**src/hw/rtl/ipl_pkg.sv**
```systemverilog
// shared constants and types for the identity pattern labeler
package ipl_pkg;

    // longest vector that is labeled; later elements of a vector are ignored
    localparam int MAX_GENES = 16;

    localparam int GENE_W  = 16;
    localparam int LABEL_W = 48;
    localparam int COUNT_W = 5;
    localparam int POS_W   = $clog2(MAX_GENES + 1);
    localparam int IDX_W   = $clog2(MAX_GENES);

    typedef logic [GENE_W-1:0] t_gene;

    // result of the lookup of one value among the classes opened so far
    typedef struct packed {
        logic [MAX_GENES-1:0] hit_vec;
        logic                 hit;
        logic [IDX_W-1:0]     idx;
    } t_match;

endpackage

```
**src/hw/rtl/ipl_match.sv**
```systemverilog
// parallel compare of a gene value against the stored class values
module ipl_match (
    input  ipl_pkg::t_gene              i_seen [ipl_pkg::MAX_GENES],
    input  logic [ipl_pkg::POS_W-1:0]   i_class_total,
    input  ipl_pkg::t_gene              i_value,
    output ipl_pkg::t_match             o_match
);

    logic [ipl_pkg::MAX_GENES-1:0] w_hit_vec;

    // only entries below the class count hold a written value
    always_comb begin
        for (int c = 0; c < ipl_pkg::MAX_GENES; c++) begin
            w_hit_vec[c] = (ipl_pkg::POS_W'(c) < i_class_total) && (i_seen[c] == i_value);
        end
    end

    // lowest matching class wins
    always_comb begin
        o_match.hit_vec = w_hit_vec;
        o_match.hit     = |w_hit_vec;
        o_match.idx     = '0;
        for (int c = ipl_pkg::MAX_GENES - 1; c >= 0; c--) begin
            if (w_hit_vec[c]) begin
                o_match.idx = ipl_pkg::IDX_W'(c);
            end
        end
    end

endmodule

```
**src/hw/rtl/identity_pattern_labeler_unit.sv**
```systemverilog
// top level of the identity pattern labeler: input register, class update, result register
// throughput: one element per cycle unless o_in_stall is raised; a last element's result
//   is registered in the result register; class lookup, label multiply-add and state update
//   sit in one stage between the input register and the vector state / result registers
// a last element waits in the input register only while the result register holds a
//   result not yet taken; reset (synchronous, active low) empties both registers and
//   clears the vector state, the stored class values are not cleared
module identity_pattern_labeler_unit (
    input  logic                          i_clk,
    input  logic                          i_rst_n,
    // element channel
    input  logic                          i_in_valid,
    output logic                          o_in_stall,
    input  logic [ipl_pkg::GENE_W-1:0]    i_gene_value,
    input  logic                          i_last_gene,
    // result channel
    output logic                          o_out_valid,
    input  logic                          i_out_stall,
    output logic [ipl_pkg::LABEL_W-1:0]   o_pattern_label,
    output logic [ipl_pkg::COUNT_W-1:0]   o_distinct_count
);

    // input register
    logic                         r_in_valid;
    ipl_pkg::t_gene               r_in_value;
    logic                         r_in_last;

    // vector state
    ipl_pkg::t_gene               r_seen [ipl_pkg::MAX_GENES];
    logic [ipl_pkg::POS_W-1:0]    r_class_total;
    logic [ipl_pkg::POS_W-1:0]    r_position;
    logic [ipl_pkg::LABEL_W-1:0]  r_label;

    // result register
    logic                         r_out_valid;
    logic [ipl_pkg::LABEL_W-1:0]  r_out_label;
    logic [ipl_pkg::POS_W-1:0]    r_out_count;

    logic [ipl_pkg::POS_W-1:0]    n_class_total;
    logic [ipl_pkg::POS_W-1:0]    n_position;
    logic [ipl_pkg::LABEL_W-1:0]  n_label;

    ipl_pkg::t_match              w_match;
    logic                         w_fire;
    logic                         w_in_take;
    logic                         w_out_take;
    logic                         w_room;
    logic                         w_update;
    logic                         w_new_class;
    logic [ipl_pkg::IDX_W-1:0]    w_cls_m1;
    logic [ipl_pkg::LABEL_W-1:0]  w_prod;

    // --- handshake ---------------------------------------------------------

    assign w_out_take = r_out_valid && !i_out_stall;
    // a non-last element never needs the result register
    assign w_fire     = r_in_valid && (!r_in_last || !r_out_valid || !i_out_stall);
    assign o_in_stall = r_in_valid && !w_fire;
    assign w_in_take  = i_in_valid && !o_in_stall;

    // --- class lookup and label update -------------------------------------

    ipl_match u_match (
        .i_seen        (r_seen),
        .i_class_total (r_class_total),
        .i_value       (r_in_value),
        .o_match       (w_match)
    );

    // elements past the vector limit leave the state alone
    assign w_room      = r_position < ipl_pkg::POS_W'(ipl_pkg::MAX_GENES);
    assign w_update    = w_fire && w_room;
    assign w_new_class = !w_match.hit;

    // class minus one: the matched class, or the class about to open;
    // the class count stays below the limit here since it never passes the position
    assign w_cls_m1 = w_match.hit ? w_match.idx : r_class_total[ipl_pkg::IDX_W-1:0];

    // position * label, kept modulo 2^48
    assign w_prod = r_label * ipl_pkg::LABEL_W'(r_position);

    always_comb begin
        n_class_total = r_class_total;
        n_position    = r_position;
        n_label       = r_label;
        if (w_update) begin
            n_class_total = r_class_total + ipl_pkg::POS_W'(w_new_class);
            n_position    = r_position + ipl_pkg::POS_W'(1);
            n_label       = w_prod + ipl_pkg::LABEL_W'(w_cls_m1);
        end
        // the last element closes the vector
        if (w_fire && r_in_last) begin
            n_class_total = '0;
            n_position    = '0;
            n_label       = '0;
        end
    end

    // --- registers ---------------------------------------------------------

    always_ff @(posedge i_clk) begin
        if (!i_rst_n) begin
            r_in_valid <= 1'b0;
        end else if (w_in_take) begin
            r_in_valid <= 1'b1;
        end else if (w_fire) begin
            r_in_valid <= 1'b0;
        end
    end

    always_ff @(posedge i_clk) begin
        if (w_in_take) begin
            r_in_value <= i_gene_value;
            r_in_last  <= i_last_gene;
        end
    end

    always_ff @(posedge i_clk) begin
        if (!i_rst_n) begin
            r_class_total <= '0;
            r_position    <= '0;
            r_label       <= '0;
        end else begin
            r_class_total <= n_class_total;
            r_position    <= n_position;
            r_label       <= n_label;
        end
    end

    // a new class stores its value at the next free entry
    always_ff @(posedge i_clk) begin
        for (int c = 0; c < ipl_pkg::MAX_GENES; c++) begin
            if (w_update && w_new_class
                    && (r_class_total[ipl_pkg::IDX_W-1:0] == ipl_pkg::IDX_W'(c))) begin
                r_seen[c] <= r_in_value;
            end
        end
    end

    always_ff @(posedge i_clk) begin
        if (!i_rst_n) begin
            r_out_valid <= 1'b0;
        end else if (w_fire && r_in_last) begin
            r_out_valid <= 1'b1;
        end else if (w_out_take) begin
            r_out_valid <= 1'b0;
        end
    end

    // the result carries the state after this element's own update
    always_ff @(posedge i_clk) begin
        if (w_fire && r_in_last) begin
            r_out_label <= w_update ? (w_prod + ipl_pkg::LABEL_W'(w_cls_m1)) : r_label;
            r_out_count <= w_update ? (r_class_total + ipl_pkg::POS_W'(w_new_class))
                                    : r_class_total;
        end
    end

    assign o_out_valid      = r_out_valid;
    assign o_pattern_label  = r_out_label;
    assign o_distinct_count = ipl_pkg::COUNT_W'(r_out_count);

    // --- assertions --------------------------------------------------------

    // a vector never holds more classes than elements
    a_class_le_pos: assert property (@(posedge i_clk) disable iff (!i_rst_n)
        r_class_total <= r_position)
        else $error("class count exceeds position");

    // position stops at the vector limit
    a_pos_limit: assert property (@(posedge i_clk) disable iff (!i_rst_n)
        r_position <= ipl_pkg::POS_W'(ipl_pkg::MAX_GENES))
        else $error("position past vector limit");

    // stored class values are distinct, so at most one can match
    a_one_match: assert property (@(posedge i_clk) disable iff (!i_rst_n)
        $onehot0(w_match.hit_vec))
        else $error("value matches more than one class");

    // a closed vector leaves clean state behind
    a_clear_after_last: assert property (@(posedge i_clk) disable iff (!i_rst_n)
        w_fire && r_in_last |=> r_position == '0 && r_class_total == '0 && r_label == '0)
        else $error("vector state not cleared after last element");

    // every result counts at least one class
    a_count_nonzero: assert property (@(posedge i_clk) disable iff (!i_rst_n)
        r_out_valid |-> r_out_count != '0)
        else $error("result with zero distinct count");

endmodule
```
**config.mk**
```make
export PLATFORM = sky130hd
export DESIGN_NAME = identity_pattern_labeler_unit
export DESIGN_NICKNAME = d
export VERILOG_FILES = /design/src/hw/rtl/ipl_pkg.sv /design/src/hw/rtl/ipl_match.sv /design/src/hw/rtl/identity_pattern_labeler_unit.sv
export SDC_FILE = /design/constraint.sdc
export NUM_CORES = 1
export LEC_CHECK = 0
export ABC_AREA = 0
export BUFFER_PORTS_ARGS = -buffer_cell sky130_fd_sc_hd__buf_2
export CAP_MARGIN = 40
export CORE_ASPECT_RATIO = 0.9
export CORE_MARGIN = 5
export CORE_UTILIZATION = 40
export CTS_CLUSTER_DIAMETER = 200
export DETAILED_ROUTE_END_ITERATION = 6
export GPL_TIMING_DRIVEN = 0
export PLACE_DENSITY = 0.61
export RECOVER_POWER = 25
export SLEW_MARGIN = 5
export SYNTH_ARGS = -nofsm -noshare
export SYNTH_HDL_FRONTEND = slang
export SYNTH_SLANG_ARGS = --single-unit
```
**constraint.sdc**
```tcl
create_clock -name i_clk -period 14.8 [get_ports i_clk]
set_clock_uncertainty 0.05 [all_clocks]
set_input_delay 3.7 -clock i_clk [delete_from_list [all_inputs] [get_ports i_clk]]
set_output_delay 3.7 -clock i_clk [all_outputs]
set_load 0.01 [all_outputs]
```
======== Word-level counts from Yosys, hierarchy flattened ========
Index checks and enable logic that the tools add are counted.
cells by class
  add/subtract/negate cells ............... 3
  multipliers ............................. 1
  divide/modulo/power cells ............... 0
  $lt $le $gt $ge ......................... 17
  equal/unequal tests ..................... 31
  shift operators ......................... 0
  muxes and demuxes ....................... 23
  bitwise gates (word level) .............. 1
  reduce and logical (&&, ||, !) cells .... 52
operators by type and width
  operator                                                                number
  16-bit equality test                                                    16
  4-bit 2-to-1 mux                                                        17
  48-bit by 4-bit adder with 48-bit output                                1
  48-bit by 5-bit multiplier with 48-bit output                           1
  48-bit 2-to-1 mux                                                       1
  4-bit by 5-bit < comparator with 1-bit output (first input constant)    8
  1-bit logical AND                                                       39
  4-bit equality test (second input constant)                             8
  3-bit by 5-bit < comparator with 1-bit output (first input constant)    4
  4-bit by 3-bit equality test with 1-bit output (second input constant)  4
  16-bit OR reduction                                                     1
  1-bit by 5-bit < comparator with 1-bit output (first input constant)    2
  2-bit by 5-bit < comparator with 1-bit output (first input constant)    2
  4-bit by 2-bit equality test with 1-bit output (second input constant)  2
  1-bit logical NOT                                                       6
  5-bit by 1-bit adder with 5-bit output                                  1
  5-bit by 1-bit adder with 5-bit output (second input constant)          1
  5-bit < comparator (second input constant)                              1
  5-bit 2-to-1 mux                                                        1
  4-bit by 1-bit equality test with 1-bit output (second input constant)  1
  4-bit logical NOT                                                       1
  1-bit 2-to-1 mux                                                        4
  2-bit nonzero test                                                      2
  1-bit logical OR                                                        2
  2 further kinds                                                         2
storage, ports and cells
  bits in registers ....................... 386
  bits in latches ......................... 0
  RAM bits ................................ 0
  ROM bits ................................ 0
  input port bits ......................... 21
  output and inout bits ................... 55
  word-level logic and storage cells ...... 153
  memories kept ........................... 0

======== Longest topological paths before layout ========
  word-level depth ........................ 21
  depth in mapped cells ................... 26

======== Modules after synthesis ========
Synthesis repeated with hierarchy kept, for this count alone.
unflattened totals
  cell total of the unflattened synthesis .. 2140
  area total of the unflattened synthesis .. 24008.0 µm²
modules (own cells, without submodules)
  module                         instances  cells an instance  area each (µm²)  sequential area each (µm²)
  identity_pattern_labeler_unit  1          1705               20698.6          10990.5
  ipl_match                      1          435                3309.4           0.0

======== Least setup slack after synthesis ========
OpenSTA, ideal clock, no wires.
  kind .................................... input-to-output
  start point ............................. input i_out_stall
  end point ............................... output o_in_stall
  data arrival time ....................... 3994 ps
  data required time ...................... 11050 ps
  path slack .............................. 7056 ps
  stages .................................. 2
  path buffers ............................ 0
  cell sequence ........................... nand2_1 -> nor2_1
between the ends
  longest elaborated chain between the ends .. 5
ends and longest elaborated chain
  item               RTL line                             source
  from (decl)        identity_pattern_labeler_unit.sv:18  input logic i_out_stall,
  1-bit logical NOT  identity_pattern_labeler_unit.sv:57  assign w_fire = r_in_valid && (!r_in_last || !r_out_valid || !i_out_stall);
  1-bit logical OR   identity_pattern_labeler_unit.sv:57
  1-bit logical AND  identity_pattern_labeler_unit.sv:57
  1-bit logical NOT  identity_pattern_labeler_unit.sv:58  assign o_in_stall = r_in_valid && !w_fire;
  1-bit logical AND  identity_pattern_labeler_unit.sv:58
  to (decl)          identity_pattern_labeler_unit.sv:13  output logic o_in_stall,
Every way passes these cells.

======== Worst setup path in the final report ========
  start point ............................. register r_in_value[6]
  end point ............................... register r_out_label (netlist bit o_pattern_label[40]) (data pin)
between the ends
  longest elaborated chain between the ends .. 21
ends and longest elaborated chain
  item                                          RTL line                              source
  from (decl)                                   identity_pattern_labeler_unit.sv:25   ipl_pkg::t_gene r_in_value;
  from (signal assigned)                        identity_pattern_labeler_unit.sv:113  r_in_value <= i_gene_value;
  16-bit equality test                          ipl_match.sv:14                       w_hit_vec[c] = (ipl_pkg::POS_W'(c) < i_class_total) && (i_seen[c] == i_value);
  1-bit logical AND                             ipl_match.sv:14
  4-bit 2-to-1 mux (16 in a row)                ipl_match.sv:24                       if (w_hit_vec[c]) begin
  4-bit 2-to-1 mux (*)                          identity_pattern_labeler_unit.sv:77   assign w_cls_m1 = w_match.hit ? w_match.idx : r_class_total[ipl_pkg::IDX_W-1:0];
  48-bit by 4-bit adder with 48-bit output (*)  identity_pattern_labeler_unit.sv:153  r_out_label <= w_update ? (w_prod + ipl_pkg::LABEL_W'(w_cls_m1)) : r_label;
  48-bit 2-to-1 mux (*)                         --
  to (signal assigned)                          identity_pattern_labeler_unit.sv:153
  to (decl)                                     identity_pattern_labeler_unit.sv:36   logic [ipl_pkg::LABEL_W-1:0] r_out_label;
Mark *: on every way between the ends. The rest lies on a longest branch, timed or not.
A chain may end at the register's enable or synchronous reset.

==> results by group <==
Setup path
  – CP startpoint kind: flip-flop
  – CP Data Arrival Time: between 8000 and 9000 ps
  – Critical Path RT: approximately 15000 ps
  – Most used cell, CP: nor2_1
  – Endpoint class of the critical path: flip-flop
  – CP max stage cell: edfxtp_1
  – Slowest Stage Delay on Critical Path: 700 ps
  – Max FO, Critical Path: 10
  – Crit Path Class: flip-flop to flip-flop

Run status
  – Status: finished clean

Detailed routing
  – Routed wire per std cell: 20.7 um
  – # DRC: 0
  – Antenna Nets Post-Route: 0
  – Routed via count: 15800
  – DRT Pass-1 Iters: 6
  – DRT iter0 DRCs: 1183
  – Wirelength, routed: between 60 and 70 mm
  – Vias per cell: ~5.3

Synth
  – Post-synth ARST share: 0
  – Post-synth net total: between 2000 and 2500
  – Sequential fraction of the synthesis area: 0.470
  – Seq cells post-synth: approximately 390
  – Synthesized cell area: about 0.023 mm^2
  – Synthesis warning total: 0
  – Yosys top cell area share: 0.419
  – Syn avg cell area: 11.6 um^2
  – Synth cell types: 75
  – Post-synth EDFFs: about 330
  – Synth top area cells: edfxtp_1, fa_1, xor2_1
  – Ys flop type: edfxtp_1
  – Cell type with the largest total area after synthesis: edfxtp_1
  – Cells after Synth: 2018

Timing
  – Total negative slack: 0 ps
  – Fmax: around 0.12 GHz
  – Worst-Margin Slew: roughly 1200 ps
  – Fin crit share: 0.558
  – Final Critical Period: approximately 8300 ps
  – Final hold vios: 0
  – Worst relative slew slack: 0.203
  – Worst setup margin: 6550 ps
  – Final setup violation count: 0
  – RSZ-0062 raised after global routing: false
  – Max-slew violations: 0

GRT
  – Pin count of the biggest net entering global routing: 27
  – Initial antenna violation count: 1
  – GR Overflow Total: 0
  – Total track usage: 0.193
  – Vias in the first global route: 16100
  – First-pass GRT wire length: 95.3 mm

Die
  – Rows: 84
  – Die Ht: ~240 um
  – Core Box Area: 0.0581 mm^2
  – Starting Density: 0.402
  – Die ar.: ~0.063 mm^2
  – I/O pins: 76
  – DIE WIDTH: about 260 um

Power
  – Sw Share: 0.236
  – Internal power: between 1500 and 2000 uW
  – Power Density: between 90 and 100 mW/mm^2
  – Worst VDD drop: about 92 uV
  – Clk pwr share: 0.446
  – NetSw: approximately 570 uW
  – Static Leakage: around 0.011 uW
  – Seq pwr share: 0.501
  – Comb pwr share: 0.053

Clock network
  – Clock root buffer: clkbuf_16
  – Hold-fix buffers, CTS: 0
  – CTS tree: yes
  – Clock transition at path regs: 60 ps
  – Htree depth: 2
  – Setup bufs post-CTS: 0
  – Total CTS buffers: 43
  – Resized Gates After CTS: 0
  – Worst skew pair latency: around 590 ps
  – Max Root-Sink Buffers: 3
  – Clk sinks: 386

Layout
  – Most frequent cells in the layout: edfxtp_1, nand2_1, xor2_1, xnor2_1, fa_1
  – Fin cells: approximately 3000
  – Most common cell after layout, fill and taps aside: edfxtp_1
  – Area Overhead vs Synth: 13.3%
  – Final Util: 0.456
  – Layout cells sized above 1: 0.111
  – Net count, final: 2426

Placed design
  – Placed Instances: approximately 2900
  – Port Buffers: 75
  – Pre-CTS setup slack: 6800 ps
  – Final HPWL DP: approximately 45 mm
  – GP Congestion: around 0.91

Run
  – # Max-Cap Violations: 0

Worst hold path
  – Hold/Removal Path Class: flip-flop to flip-flop
-- synthesized netlist by cell type, types with 6 or more instances --
master,n
inv_1,122
a31oi_1,6
o21ai_0,49
nand2_1,264
ha_1,97
xnor2_1,150
nand2b_1,6
nor3_1,16
nor3_2,6
a21o_1,28
nor2_1,42
nor4_1,42
a21oi_1,86
and2_1,100
fa_1,134
and3_1,14
nand3_1,24
buf_4,28
o21a_1,11
nand4_1,51
edfxtp_1,326
nor2b_1,35
xor2_1,153
o211ai_1,6
buf_6,7
dfxtp_1,60
clkbuf_1,45
buf_1,8
-- worst max-delay path, delay by kind of cell (launching register included) --
kind | cells | cell delay, ps
compound gates | 7 | 1880
flops | 1 | 700
xor+xnor | 1 | 110
simple gates | 10 | 2130
fa+ha+maj | 4 | 1700
buf+inv | 4 | 1430
-- worst paths after layout --
| path | from | to | slack [ps] | cells past startpoint |
|---|---|---|---|---|
| worst min register to register | r_label[7] | r_label[7] | 490 | 2 |
| worst max register to register | r_in_value[6] | o_pattern_label[40] | 6550 | 26 |
| worst min-delay path | r_label[7] | r_label[7] | 490 | 2 |
| worst max-delay path | r_in_value[6] | o_pattern_label[40] | 6550 | 26 |
-- cells by family (layout without fill, tap and decap cells) --
family / Yosys count / count (layout) / share of synthesized area
and+or+nand+nor: 630 / 630 / 0.138
DFF: 386 / 386 / 0.470
xor gates and xnor gates: 303 / 303 / 0.114
AOI/OAI and AO/OA: 243 / 243 / 0.0663
adders and majority gates: 231 / 231 / 0.167
buffers and inverters: 218 / 408 / 0.0422
muxes: 7 / 7 / 0.00327
other: 0 / 1 / 0
-- power by group through the flow --
| stage | Sequential, uW | Clock [uW] | Combinational, uW |
|---|---|---|---|
| after floorplan | 1220 | 0 | 71.5 |
| after global placement | 1230 | 0 | 109 |
| after detailed placement | 1220 | 0 | 131 |
| after CTS | 1200 | 1090 | 131 |
| after global routing | 1200 | 1140 | 135 |
| final | 1200 | 1070 | 126 |
-- cell type report --
type / instances / area (um^2)
clock buffer: 49 / 1110
buffer: 96 / 528
clock inverter: 30 / 308
tap: 774 / 968
sequential: 386 / 11000
multi-input combinational: 1414 / 11500
antenna: 1 / 2.50
fill: 5291 / 31600
timing repair buffer: 111 / 649
inverter: 122 / 458
-- sequential cells by signal (all words and copies together) (netlist names) --
name and cells:
r_in_value 16, r_in_last 1, r_seen 256, o_distinct_count 5, r_label 48, r_in_valid 1
o_pattern_label 48, o_out_valid 1, r_class_total 5, r_position 5
-- per-layer routing --
metal	vias to the layer above	routed length [um]	GRT usage
met4	0	1410	0.0497
met3	81	4070	0.0280
li1	7262	-	-
met1	7968	29200	0.290
met2	495	27100	0.298
met5	-	0	0
-- through the flow --
step	total power [uW]	hold slack, ps	instance area (um^2)
after global routing	2470	537	26500
final	2400	491	26500
after CTS	2430	492	26600
after floorplan	1290	445	23400
after detailed placement	1350	484	25200
after global placement	1340	455	24700
No activity file was read; power rests on OpenSTA's default activity.
